$ cat config.mk
export PLATFORM = sky130hd
export DESIGN_NAME = raycast_wall_column_span_unit
export DESIGN_NICKNAME = d
export VERILOG_FILES = /design/src/hdl/rcws_pkg.sv /design/src/hdl/raycast_wall_column_span_unit.sv /design/src/hdl/rcws_front.sv /design/src/hdl/rcws_queue.sv /design/src/hdl/rcws_back.sv
export SDC_FILE = /design/constraint.sdc
export NUM_CORES = 2
export LEC_CHECK = 0
export CORE_MARGIN = 5
export CORE_UTILIZATION = 35
export CTS_BUF_LIST = sky130_fd_sc_hd__clkbuf_4 sky130_fd_sc_hd__clkbuf_8
export CTS_CLUSTER_SIZE = 10
export DETAILED_ROUTE_END_ITERATION = 7
export DONT_BUFFER_PORTS = 1
export MAX_ROUTING_LAYER = met4
export PLACE_DENSITY = 0.46
export SYNTH_ARGS = -nofsm -noshare
export SYNTH_HDL_FRONTEND = slang
export SYNTH_SLANG_ARGS = --single-unit
$ cat constraint.sdc
create_clock -name clock -period 51.1 [get_ports clock]
set_input_delay 7.665 -clock clock [delete_from_list [all_inputs] [get_ports clock]]
set_output_delay 7.665 -clock clock [all_outputs]
set_load 0.03 [all_outputs]
$ cat src/hdl/rcws_pkg.sv
// Shared types and constants for the raycast wall column span unit.
// Used by every module of the block; depends on nothing else.
package rcws_pkg;

   // Default screen size, used as the defaults of the top level parameters.
   localparam int SCREEN_HEIGHT_DEF = 480;
   localparam int SCREEN_WIDTH_DEF  = 640;

   // Field widths.
   localparam int COL_W      = 10;
   localparam int CELL_W     = 6;
   localparam int POS_W      = 22;
   localparam int STEP_W     = 2;
   localparam int DIR_W      = 16;
   localparam int DIR_MAG_W  = 17;
   localparam int DEN_W      = 24;
   localparam int DEN_MAG_W  = 23;
   localparam int COLOR_W    = 24;
   localparam int HEIGHT_W   = 11;
   localparam int ROW_W      = 9;
   localparam int CSR_IDX_W  = 2;
   localparam int REQ_DATA_W = 104;
   localparam int RSP_DATA_W = 64;

   // Configuration register indexes.
   typedef enum logic [CSR_IDX_W-1:0] {
      CSR_FACE_EAST  = 2'd0,
      CSR_FACE_WEST  = 2'd1,
      CSR_FACE_NORTH = 2'd2,
      CSR_FACE_SOUTH = 2'd3
   } csr_index_type;

   localparam logic [COLOR_W-1:0] FACE_EAST_RST  = 24'hFFB6C1;
   localparam logic [COLOR_W-1:0] FACE_WEST_RST  = 24'hE6E6FA;
   localparam logic [COLOR_W-1:0] FACE_NORTH_RST = 24'hADD8E6;
   localparam logic [COLOR_W-1:0] FACE_SOUTH_RST = 24'h90EE90;

   // Queue between the classifying front and the divider back.
   localparam int QUEUE_DEPTH = 4;
   localparam int QPTR_W      = $clog2(QUEUE_DEPTH);
   localparam int QCNT_W      = $clog2(QUEUE_DEPTH + 1);

   // Fields that ride along with a column untouched by the divider.
   typedef struct packed {
      logic [COLOR_W-1:0] color;
      logic               on_screen;
      logic [COL_W-1:0]   col;
   } rcws_meta_type;

   // One classified column: magnitudes of the division operands and a
   // flag that forces the saturated height.
   typedef struct packed {
      rcws_meta_type        meta;
      logic                 sat;
      logic [DIR_MAG_W-1:0] dir_mag;
      logic [DEN_MAG_W-1:0] den_mag;
   } rcws_job_type;

endpackage

$ cat src/hdl/raycast_wall_column_span_unit.sv
// Raycast wall column span unit: for each ray hit it returns the projected
// wall height, the clamped first and last screen row, the face color and an
// on-screen flag. One column is taken every clock while the result side keeps
// up. The height comes from a pipelined divider that resolves one quotient
// bit per divider stage. A four-entry queue sits between the classifying
// front end and the divider, so the input keeps flowing while the result side
// stalls, until the queue is full. The height saturates at 4*SCREEN_HEIGHT;
// all fields are produced also for columns off screen. Face color registers
// are to be written by the user through the csr port only while idle; the
// block itself does not enforce this.
// Depends on rcws_pkg, rcws_front, rcws_queue and rcws_back.
module raycast_wall_column_span_unit #(
   parameter int SCREEN_HEIGHT = rcws_pkg::SCREEN_HEIGHT_DEF,
   parameter int SCREEN_WIDTH  = rcws_pkg::SCREEN_WIDTH_DEF
) (
   input  logic                            clock,
   input  logic                            reset,
   input  logic                            csr_we,
   input  logic [rcws_pkg::CSR_IDX_W-1:0]  csr_index,
   input  logic [rcws_pkg::COLOR_W-1:0]    csr_wdata,
   input  logic                            req_tvalid,
   output logic                            req_tready,
   // screen_column, cell_x, cell_y, viewer_x, viewer_y, step_dir_x,
   // step_dir_y, dir_x, dir_y, two zero bits
   input  logic [rcws_pkg::REQ_DATA_W-1:0] req_tdata,
   // hit_side
   input  logic                            req_tuser,
   output logic                            rsp_tvalid,
   input  logic                            rsp_tready,
   // out_column, slice_height, first_row, last_row, slice_color, one zero bit
   output logic [rcws_pkg::RSP_DATA_W-1:0] rsp_tdata,
   // column_on_screen
   output logic                            rsp_tuser
);

   rcws_pkg::rcws_job_type front_job;
   rcws_pkg::rcws_job_type queue_job;
   logic                   queue_valid;
   logic                   back_ready;

   rcws_front #(
      .SCREEN_WIDTH(SCREEN_WIDTH)
   ) u_front (
      .clock     (clock),
      .reset     (reset),
      .csr_we    (csr_we),
      .csr_index (csr_index),
      .csr_wdata (csr_wdata),
      .req_tdata (req_tdata),
      .req_tuser (req_tuser),
      .job       (front_job)
   );

   rcws_queue u_queue (
      .clock      (clock),
      .reset      (reset),
      .push_valid (req_tvalid),
      .push_ready (req_tready),
      .push_data  (front_job),
      .pop_valid  (queue_valid),
      .pop_ready  (back_ready),
      .pop_data   (queue_job)
   );

   rcws_back #(
      .SCREEN_HEIGHT(SCREEN_HEIGHT)
   ) u_back (
      .clock      (clock),
      .reset      (reset),
      .job_valid  (queue_valid),
      .job_ready  (back_ready),
      .job        (queue_job),
      .rsp_tvalid (rsp_tvalid),
      .rsp_tready (rsp_tready),
      .rsp_tdata  (rsp_tdata),
      .rsp_tuser  (rsp_tuser)
   );

endmodule

$ cat src/hdl/rcws_front.sv
// Front end: holds the face color registers and classifies each ray hit.
// Selects the x or y fields, forms the distance term and the operand signs.
// Depends on rcws_pkg.
module rcws_front #(
   parameter int SCREEN_WIDTH = rcws_pkg::SCREEN_WIDTH_DEF
) (
   input  logic                               clock,
   input  logic                               reset,
   input  logic                               csr_we,
   input  logic [rcws_pkg::CSR_IDX_W-1:0]     csr_index,
   input  logic [rcws_pkg::COLOR_W-1:0]       csr_wdata,
   input  logic [rcws_pkg::REQ_DATA_W-1:0]    req_tdata,
   input  logic                               req_tuser,
   output rcws_pkg::rcws_job_type             job
);

   logic [rcws_pkg::COLOR_W-1:0] east_ff, east_in;
   logic [rcws_pkg::COLOR_W-1:0] west_ff, west_in;
   logic [rcws_pkg::COLOR_W-1:0] north_ff, north_in;
   logic [rcws_pkg::COLOR_W-1:0] south_ff, south_in;

   logic [rcws_pkg::COL_W-1:0]   col;
   logic [rcws_pkg::CELL_W-1:0]  hit_cell;
   logic [rcws_pkg::POS_W-1:0]   viewer;
   logic [rcws_pkg::STEP_W-1:0]  step;
   logic [rcws_pkg::STEP_W-1:0]  step_ofs;
   logic [rcws_pkg::DIR_W-1:0]   dir;
   logic [rcws_pkg::DIR_MAG_W-1:0] dir_ext;
   logic [rcws_pkg::DEN_W-1:0]   den;
   logic [rcws_pkg::DEN_W-1:0]   den_abs;
   logic                         den_neg;
   logic                         dir_neg;

   always_comb begin
      east_in  = east_ff;
      west_in  = west_ff;
      north_in = north_ff;
      south_in = south_ff;
      if (csr_we) begin
         case (rcws_pkg::csr_index_type'(csr_index))
            rcws_pkg::CSR_FACE_EAST:  east_in  = csr_wdata;
            rcws_pkg::CSR_FACE_WEST:  west_in  = csr_wdata;
            rcws_pkg::CSR_FACE_NORTH: north_in = csr_wdata;
            rcws_pkg::CSR_FACE_SOUTH: south_in = csr_wdata;
            default: ;
         endcase
      end
   end

   always_ff @(posedge clock) begin
      if (reset) begin
         east_ff  <= rcws_pkg::FACE_EAST_RST;
         west_ff  <= rcws_pkg::FACE_WEST_RST;
         north_ff <= rcws_pkg::FACE_NORTH_RST;
         south_ff <= rcws_pkg::FACE_SOUTH_RST;
      end else begin
         east_ff  <= east_in;
         west_ff  <= west_in;
         north_ff <= north_in;
         south_ff <= south_in;
      end
   end

   always_comb begin
      col = req_tdata[9:0];
      if (req_tuser) begin
         hit_cell = req_tdata[21:16];
         viewer   = req_tdata[65:44];
         step     = req_tdata[69:68];
         dir      = req_tdata[101:86];
      end else begin
         hit_cell = req_tdata[15:10];
         viewer   = req_tdata[43:22];
         step     = req_tdata[67:66];
         dir      = req_tdata[85:70];
      end

      // (1 - step) taken modulo four gives 0..3 half cells for steps +1..-2.
      step_ofs = 2'd1 - step;
      den      = {2'b00, hit_cell, 16'd0} - {2'b00, viewer} + {7'd0, step_ofs, 15'd0};
      den_neg  = den[rcws_pkg::DEN_W-1];
      den_abs  = den_neg ? (24'd0 - den) : den;

      dir_neg  = dir[rcws_pkg::DIR_W-1];
      dir_ext  = {dir[rcws_pkg::DIR_W-1], dir};

      job.den_mag = den_abs[rcws_pkg::DEN_MAG_W-1:0];
      job.dir_mag = dir_neg ? (17'd0 - dir_ext) : dir_ext;
      // A zero distance or one that points behind the viewer saturates.
      job.sat     = (den == '0) || ((dir != '0) && (dir_neg != den_neg));

      job.meta.col       = col;
      job.meta.on_screen = ({1'b0, col} < 11'(SCREEN_WIDTH));
      if (req_tuser) begin
         job.meta.color = dir_neg ? north_ff : south_ff;
      end else begin
         job.meta.color = dir_neg ? east_ff : west_ff;
      end
   end

endmodule

$ cat src/hdl/rcws_queue.sv
// Short register based queue of classified columns between front and back end;
// one in per clock while not full, one out while not empty. Depends on rcws_pkg.
module rcws_queue (
   input  logic                   clock,
   input  logic                   reset,
   input  logic                   push_valid,
   output logic                   push_ready,
   input  rcws_pkg::rcws_job_type push_data,
   output logic                   pop_valid,
   input  logic                   pop_ready,
   output rcws_pkg::rcws_job_type pop_data
);

   rcws_pkg::rcws_job_type mem_ff [rcws_pkg::QUEUE_DEPTH];
   rcws_pkg::rcws_job_type mem_in [rcws_pkg::QUEUE_DEPTH];
   logic [rcws_pkg::QPTR_W-1:0] wr_ptr_ff, wr_ptr_in;
   logic [rcws_pkg::QPTR_W-1:0] rd_ptr_ff, rd_ptr_in;
   logic [rcws_pkg::QCNT_W-1:0] count_ff, count_in;
   logic push;
   logic pop;

   assign push_ready = (count_ff != rcws_pkg::QCNT_W'(rcws_pkg::QUEUE_DEPTH));
   assign pop_valid  = (count_ff != '0);
   assign pop_data   = mem_ff[rd_ptr_ff];
   assign push       = push_valid && push_ready;
   assign pop        = pop_valid && pop_ready;

   always_comb begin
      mem_in = mem_ff;
      if (push) begin
         mem_in[wr_ptr_ff] = push_data;
      end
      wr_ptr_in = push ? wr_ptr_ff + 1'b1 : wr_ptr_ff;
      rd_ptr_in = pop ? rd_ptr_ff + 1'b1 : rd_ptr_ff;
      count_in  = count_ff + rcws_pkg::QCNT_W'(push) - rcws_pkg::QCNT_W'(pop);
   end

   always_ff @(posedge clock) begin
      mem_ff <= mem_in;
      if (reset) begin
         wr_ptr_ff <= '0;
         rd_ptr_ff <= '0;
         count_ff  <= '0;
      end else begin
         wr_ptr_ff <= wr_ptr_in;
         rd_ptr_ff <= rd_ptr_in;
         count_ff  <= count_in;
      end
   end

endmodule

$ cat src/hdl/rcws_back.sv
// Back end: pipelined restoring divider for the wall height, then row clamp.
// One quotient bit per divider stage; a result register follows the last stage.
// Depends on rcws_pkg.
module rcws_back #(
   parameter int SCREEN_HEIGHT = rcws_pkg::SCREEN_HEIGHT_DEF
) (
   input  logic                            clock,
   input  logic                            reset,
   input  logic                            job_valid,
   output logic                            job_ready,
   input  rcws_pkg::rcws_job_type          job,
   output logic                            rsp_tvalid,
   input  logic                            rsp_tready,
   output logic [rcws_pkg::RSP_DATA_W-1:0] rsp_tdata,
   output logic                            rsp_tuser
);

   localparam int SAT      = 4 * SCREEN_HEIGHT;
   localparam int QW       = $clog2(SAT + 1);
   localparam int NUM_W    = QW + 15;
   localparam int PROD_W   = rcws_pkg::DIR_MAG_W + QW;
   localparam int CMP_W    = rcws_pkg::DEN_MAG_W + QW;
   localparam int XW       = (QW > rcws_pkg::HEIGHT_W) ? QW : rcws_pkg::HEIGHT_W;
   localparam int HALF     = SCREEN_HEIGHT / 2;
   localparam int LAST_MAX = SCREEN_HEIGHT - 1;
   localparam logic [QW-1:0] SAT_Q  = QW'(SAT);
   localparam logic [QW-1:0] HALF_Q = QW'(HALF);
   localparam logic [QW-1:0] LAST_Q = QW'(LAST_MAX);

   logic adv;

   // Multiply stage.
   logic [PROD_W-1:0]              prod;
   logic                           s0_valid_ff, s0_valid_in;
   logic [NUM_W-1:0]               s0_num_ff, s0_num_in;
   logic [rcws_pkg::DEN_MAG_W-1:0] s0_den_ff, s0_den_in;
   logic                           s0_sat_ff, s0_sat_in;
   rcws_pkg::rcws_meta_type        s0_meta_ff, s0_meta_in;

   // Divider stages: index 0 holds the overflow check, index k holds k bits.
   logic                           dvalid_ff [0:QW];
   logic                           dvalid_in [0:QW];
   logic [NUM_W-1:0]               drem_ff   [0:QW];
   logic [NUM_W-1:0]               drem_in   [0:QW];
   logic [QW-1:0]                  dquo_ff   [0:QW];
   logic [QW-1:0]                  dquo_in   [0:QW];
   logic [rcws_pkg::DEN_MAG_W-1:0] dden_ff   [0:QW];
   logic [rcws_pkg::DEN_MAG_W-1:0] dden_in   [0:QW];
   logic                           dsat_ff   [0:QW];
   logic                           dsat_in   [0:QW];
   rcws_pkg::rcws_meta_type        dmeta_ff  [0:QW];
   rcws_pkg::rcws_meta_type        dmeta_in  [0:QW];

   // Result register.
   logic                            rsp_valid_ff, rsp_valid_in;
   logic [rcws_pkg::RSP_DATA_W-1:0] rsp_data_ff, rsp_data_in;
   logic                            rsp_user_ff, rsp_user_in;

   logic [QW-1:0] hq;
   logic [QW-1:0] half;
   logic [QW-1:0] first_q;
   logic [QW-1:0] last_sum;
   logic [QW-1:0] last_q;
   logic [XW-1:0] hx;
   logic [XW-1:0] first_x;
   logic [XW-1:0] last_x;

   // The whole pipe moves together whenever the result register can load.
   assign adv       = !rsp_valid_ff || rsp_tready;
   assign job_ready = adv;

   always_comb begin
      prod        = PROD_W'(job.dir_mag) * PROD_W'(SAT);
      s0_valid_in = adv ? job_valid : s0_valid_ff;
      s0_num_in   = adv ? prod[NUM_W-1:0] : s0_num_ff;
      s0_den_in   = adv ? job.den_mag : s0_den_ff;
      s0_sat_in   = adv ? job.sat : s0_sat_ff;
      s0_meta_in  = adv ? job.meta : s0_meta_ff;
   end

   always_ff @(posedge clock) begin
      s0_num_ff  <= s0_num_in;
      s0_den_ff  <= s0_den_in;
      s0_sat_ff  <= s0_sat_in;
      s0_meta_ff <= s0_meta_in;
      if (reset) begin
         s0_valid_ff <= 1'b0;
      end else begin
         s0_valid_ff <= s0_valid_in;
      end
   end

   // A quotient at or above 2**QW is already past the saturation height.
   always_comb begin
      if (adv) begin
         dvalid_in[0] = s0_valid_ff;
         drem_in[0]   = s0_num_ff;
         dquo_in[0]   = '0;
         dden_in[0]   = s0_den_ff;
         dsat_in[0]   = s0_sat_ff ||
                        (CMP_W'(s0_num_ff) >= {s0_den_ff, {QW{1'b0}}});
         dmeta_in[0]  = s0_meta_ff;
      end else begin
         dvalid_in[0] = dvalid_ff[0];
         drem_in[0]   = drem_ff[0];
         dquo_in[0]   = dquo_ff[0];
         dden_in[0]   = dden_ff[0];
         dsat_in[0]   = dsat_ff[0];
         dmeta_in[0]  = dmeta_ff[0];
      end
   end

   for (genvar k = 1; k <= QW; k++) begin : g_div
      localparam int BIT = QW - k;
      logic [CMP_W-1:0] shifted;
      logic [CMP_W-1:0] diff;
      logic [QW-1:0]    quo_set;
      logic             ge;

      always_comb begin
         shifted = CMP_W'(dden_ff[k-1]) << BIT;
         ge      = (CMP_W'(drem_ff[k-1]) >= shifted);
         diff    = CMP_W'(drem_ff[k-1]) - shifted;
         quo_set = dquo_ff[k-1];
         quo_set[BIT] = ge;
         if (adv) begin
            dvalid_in[k] = dvalid_ff[k-1];
            drem_in[k]   = ge ? diff[NUM_W-1:0] : drem_ff[k-1];
            dquo_in[k]   = quo_set;
            dden_in[k]   = dden_ff[k-1];
            dsat_in[k]   = dsat_ff[k-1];
            dmeta_in[k]  = dmeta_ff[k-1];
         end else begin
            dvalid_in[k] = dvalid_ff[k];
            drem_in[k]   = drem_ff[k];
            dquo_in[k]   = dquo_ff[k];
            dden_in[k]   = dden_ff[k];
            dsat_in[k]   = dsat_ff[k];
            dmeta_in[k]  = dmeta_ff[k];
         end
      end
   end

   for (genvar k = 0; k <= QW; k++) begin : g_stage
      always_ff @(posedge clock) begin
         drem_ff[k]  <= drem_in[k];
         dquo_ff[k]  <= dquo_in[k];
         dden_ff[k]  <= dden_in[k];
         dsat_ff[k]  <= dsat_in[k];
         dmeta_ff[k] <= dmeta_in[k];
         if (reset) begin
            dvalid_ff[k] <= 1'b0;
         end else begin
            dvalid_ff[k] <= dvalid_in[k];
         end
      end
   end

   // Height, then a span centered on the middle row and clamped to the screen.
   always_comb begin
      hq       = (dsat_ff[QW] || (dquo_ff[QW] > SAT_Q)) ? SAT_Q : dquo_ff[QW];
      half     = hq >> 1;
      first_q  = (half > HALF_Q) ? '0 : (HALF_Q - half);
      last_sum = HALF_Q + half;
      last_q   = (last_sum > LAST_Q) ? LAST_Q : last_sum;
      hx       = XW'(hq);
      first_x  = XW'(first_q);
      last_x   = XW'(last_q);

      rsp_valid_in = adv ? dvalid_ff[QW] : rsp_valid_ff;
      rsp_user_in  = adv ? dmeta_ff[QW].on_screen : rsp_user_ff;
      rsp_data_in  = adv ? {1'b0,
                            dmeta_ff[QW].color,
                            last_x[rcws_pkg::ROW_W-1:0],
                            first_x[rcws_pkg::ROW_W-1:0],
                            hx[rcws_pkg::HEIGHT_W-1:0],
                            dmeta_ff[QW].col}
                         : rsp_data_ff;
   end

   always_ff @(posedge clock) begin
      rsp_data_ff <= rsp_data_in;
      rsp_user_ff <= rsp_user_in;
      if (reset) begin
         rsp_valid_ff <= 1'b0;
      end else begin
         rsp_valid_ff <= rsp_valid_in;
      end
   end

   assign rsp_tvalid = rsp_valid_ff;
   assign rsp_tdata  = rsp_data_ff;
   assign rsp_tuser  = rsp_user_ff;

endmodule
**Yosys cells after proc, flatten, opt, wreduce, memory -nomap -nowiden**

Memories as Yosys holds them, arrays and structs flattened.
Index checks and enable logic that the tools add are counted.

- Register bits: 551
- Latch bits: 0
- Memory bits (writable): 1164
- ROM bits: 0
- Input port bits: 136
- Output and inout port bits: 67
- Word-level logic and storage cells: 243
- Memories: 6

- $add $sub $neg: 22
- $mul: 1
- Div/mod/pow operators: 0
- Magnitude comparators: 19
- Equal/unequal tests: 6
- Shifts and indexed selects: 0
- Mux-type cells: 114
- Bitwise operators: 14
- Reduce and logical (&&, ||, !) cells: 17

Memory list:

| memory | depth | bits a word | rd ports | clocked after Yosys merged registers in | wr ports | line | text |
|---|---|---|---|---|---|---|---|
| u_back.dmeta_ff | 12 | 35 | 12 | 0 | 12 | rcws_back.sv:51 | `rcws_pkg::rcws_meta_type dmeta_ff [0:QW];` |
| u_back.drem_ff | 12 | 26 | 11 | 0 | 12 | rcws_back.sv:43 | `logic [NUM_W-1:0] drem_ff [0:QW];` |
| u_back.dden_ff | 12 | 23 | 11 | 0 | 12 | rcws_back.sv:47 | `logic [rcws_pkg::DEN_MAG_W-1:0] dden_ff [0:QW];` |
| u_back.dquo_ff | 12 | 11 | 12 | 0 | 12 | rcws_back.sv:45 | `logic [QW-1:0] dquo_ff [0:QW];` |
| u_back.dsat_ff | 12 | 1 | 12 | 0 | 12 | rcws_back.sv:49 | `logic dsat_ff [0:QW];` |
| u_back.dvalid_ff | 12 | 1 | 12 | 0 | 12 | rcws_back.sv:41 | `logic dvalid_ff [0:QW];` |

Operators with widths:

| kind | number |
|---|---|
| $mux 26 | 23 |
| $mux 35 | 12 |
| $bwmux 304 | 1 |
| $mux 23 | 13 |
| $mux 76 | 3 |
| $sub 26x26->26 | 8 |
| $bmux 76 s2 | 1 |
| $demux 76 s2 | 1 |
| $mux 11 | 13 |
| $mux 24 | 3 |
| $mux 1 | 39 |
| $ge 26x34->1 | 1 |
| $ge 26x33->1 | 1 |
| $ge 26x32->1 | 1 |
| $ge 26x31->1 | 1 |
| $ge 26x30->1 | 1 |
| $ge 26x29->1 | 1 |
| $ge 26x28->1 | 1 |
| $ge 26x27->1 | 1 |
| $ge 26x23->1 | 1 |
| $ge 26x24->1 | 1 |
| $ge 26x25->1 | 1 |
| $ge 26x26->1 | 1 |
| $sub 26x23->26 | 1 |
| 39 further kinds | 63 |

**Depth between registers and ports, before layout**

- Depth after elaboration: 7
- Mapped depth: 24
- Mapped depth without buffers: 16

**Modules after synthesis**

From an unflattened synthesis, not the netlist that was laid out.

- Cell total of the unflattened synthesis: 4804
- Area, all modules: 67953.9 µm²

Modules (own cells, without submodules):

| module | instances | cells an instance | area each (µm²) | seq. area each (µm²) |
|---|---|---|---|---|
| rcws_back | 1 | 3435 | 49566.3 | 34002.6 |
| rcws_queue | 1 | 444 | 11405.9 | 9268.9 |
| rcws_front | 1 | 925 | 6981.7 | 1921.8 |

**Worst setup path before layout**

OpenSTA, ideal clock, no wires.

- Kind: input to register
- Start: input rsp_tready
- End: memory u_back.dden_ff[0][0] in the netlist's numbering, enable pin
- Setup time: 1929 ps
- Arrival: 38356 ps
- Data required time: 49171 ps
- Path slack: 10814 ps
- Stages on the path: 4
- Buffers on the path: 2
- Path through: nor2b_1 clkbuf_1 inv_1 clkbuf_1

RTL lines:

| element | line | text |
|---|---|---|
| from (decl) | raycast_wall_column_span_unit.sv:29 | `input logic rsp_tready,` |
| to (decl) | rcws_back.sv:47 |  |

==> results.yml <==
outcome:
  status: "completed"
setup_path:
  cp.buffers_inverters: 7
  critPathMaxFanout: 154
  required_ps: 51650
  rr_startpoint: "u_queue.rd_ptr_ff[0]"
  cp_common_cell: "buf_4"
  critPathMaxStageDelay_ps: 880
  worstSetupEndpointType: "register"
  cp_data_arrival_time_ps: 12250
  path_cells: "nor2b_1 -> buf_4 -> inv_8 -> buf_12 -> buf_4 -> buf_12 -> buf_4 -> buf_4"
  crit_type: "in2reg"
  crit_path_start: "rsp_tready"
  cp-start-kind: "input pin"
  crit_slowest_cell: "buf_4"
  cp_top_family: "buffers and inverters"
cts:
  cts_buffer_depth: 4
  cts_buffers: 295
  post_cts_buffers: 0
  clk_latency_ps: 960
  htreeDepth: 5
  ctsResizeCount: 0
  cts_tree: "built"
  clk_pin_slew_worst_paths_ps: 60
  cts-root-buf: "clkbuf_8"
  clock_sinks: 1544
  hold_buffers: 0
routing:
  vias_per_cell: 4.72
  drc: 0
  drt_iter0_drc: 1824
  routedWlPerCell_um: 16.3
  drtAntennaViolNets: 0
  drtPass1Iterations: 5
  vias: 35600
  wl_um: 123000
pwr:
  leakagePower_uw: 0.0291
  p_per_area_mw_per_mm2: 74.3
  ir_drop_mv: 0.0646
synthesis:
  synth_cells: 4618
  synth-main-ff-cell: "edfxtp_1"
  postSynthAreaPerCell_um2: 14.5
  yosysMostFrequentCell: "edfxtp_1"
  ys_ff_latch: 1544
  yosysSeqAreaShare_pct: 67.4
  synth_top_cell_by_area: "edfxtp_1"
  synth.distinct_cells: 96
  netlist_area_mm2: 0.0670
  yosysWarnings: 0
  synthTopCellsByArea: "edfxtp_1, ha_1, dfxtp_1"
  synth-edff-count: 1427
  synthArstFlopShare_pct: 0
  yosysTopAreaCellShare_pct: 63.9
  synth_common_cells: "edfxtp_1, nand2_1, inv_1, ha_1, a21oi_1"
layout:
  fin_nets: 5297
  layout-drive-gt1-share_pct: 14.4
  fin_cells: 7542
  design_area_mm2: 0.0755
  ff_latch_area_mm2: 0.0452
  fillCellCount: 17700
  areaGrowthSynthToFinish_pct: 12.6
  multi_input_area_mm2: 0.0202
place:
  dp.cells: 7053
  hpwl_um: 78100
  dpl_cell_area_mm2: 0.0701
  io_buffer_count: 0
  gp_congestion: 0.858
global_route:
  grt_overflow: 0
  grt_max_degree: 159
  grt_pass1_vias: 36700
  grt_pass1_wl_um: 199000
  antenna_found_initial: 2
  grt.total_usage_pct: 12.8
sta:
  relSlewSlack_pct: 28.9
  fmax_mhz: 85.5
  skew_ps: 45.4
  hold_viol: 0
  min_period_over_period_pct: 22.9
  fin_setup_tns_ps: 0
  fin_hold_ws_ps: 381
  slew_violations: 0
  tightest_slew_ps: 1060
  period_minus_slack_ps: 11700
  rsz0062_at_grt: "false"
  setup_viol: 0
die:
  die_area_mm2: 0.200
  core_mm2: 0.190
  die_x_um: 448
  die_h_um: 448
  rows: 160
  io_pins: 203
  initial_utilization_pct: 35.2
run:
  max-cap-violations: 0
min_path:
  hold_class: "reg2reg"
  holdCritStartpoint: "u_back.dmeta_ff[2][50]"
## per-stage QoR
step / util (%) / power [uW] / setup WS, ps
finish: 39.6 / 5610 / 39400
global route: 39.6 / 6080 / 38850
CTS: 39.6 / 5710 / 39140
detailed placement: 36.8 / 4550 / 38050
global placement: 36.8 / 4530 / 38120
floorplan: - / 3980 / 10810
## cell usage in the layout (no fill, tap or decap), types with 54 or more instances in the layout
cell type  count
dfxtp_1      115
clkbuf_8     305
xor2_1        93
mux4_2        76
o21ai_0      171
clkinv_1      54
a21oi_1      264
nor2b_1       72
edfxtp_1    1427
nor3_1        64
nand2_1      411
mux2_2       113
inv_1        336
mux2i_1       64
a21o_1        87
xnor2_1      142
nand3b_1      63
nor2_1       154
ha_1         279
clkbuf_4     101
## metal layers
layer  GRT usage, %  vias up  routed length, um
li1               -    17600                  -
met1           15.4    16900              53900
met2           20.6      682              58800
met3           2.78      334               5370
met4           5.73        0               4840
met5              -        -                  0
## worst paths after layout
kind | to | slack (ps) | depth (start not counted)
setup / recovery | u_back.dden_ff[5][20] | 39400 | 8
hold / removal | u_back.dmeta_ff[2][85] | 380 | 0
setup reg to reg | u_back.s0_num_ff[24] | 45120 | 14
hold reg to reg | u_back.dmeta_ff[2][85] | 380 | 0
## area by class of cell
| type | count | share of cell area (%) |
|---|---|---|
| antenna | 5 | 0.0166 |
| clock buffer | 406 | 6.57 |
| clock inverter | 78 | 0.522 |
| inverter | 338 | 1.69 |
| multi-input combinational | 2625 | 26.8 |
| sequential | 1544 | 59.9 |
| tap | 2511 | 4.16 |
| timing repair buffer | 35 | 0.398 |
## state kept, by name, indices dropped and copies added, names as in the netlist, 23 cells and up
register / flops
u_back.dden_ff: 253
u_back.dmeta_ff: 420
u_back.dquo_ff: 66
u_back.drem_ff: 230
u_back.rsp_tdata: 63
u_back.s0_den_ff: 23
u_back.s0_meta_ff: 35
u_front.east_ff: 24
u_front.north_ff: 24
u_front.south_ff: 24
u_front.west_ff: 24
u_queue.mem_ff: 304
## cell families (layout without fill, tap and decap cells)
| group | Yosys count | count (layout) | share of synthesized area, % |
|---|---|---|---|
| buf+inv | 454 | 857 | 2.61 |
| other cells | 1 | 11 | 0.00559 |
| mux | 254 | 254 | 5.43 |
| flops | 1544 | 1544 | 67.4 |
| simple gates | 1022 | 1022 | 7.52 |
| fa+ha+maj | 322 | 322 | 6.49 |
| compound gates | 785 | 785 | 7.42 |
| xor+xnor | 236 | 236 | 3.11 |
## report_power, final
part | internal, uW | leakage (uW) | switching, uW | total (uW)
Sequential | 2090 | 0.0157 | 263 | 2360
Clock | 630 | 0.00284 | 482 | 1110
Combinational | 966 | 0.0105 | 1170 | 2140
Note: power is estimated with default switching activity, not from simulation.
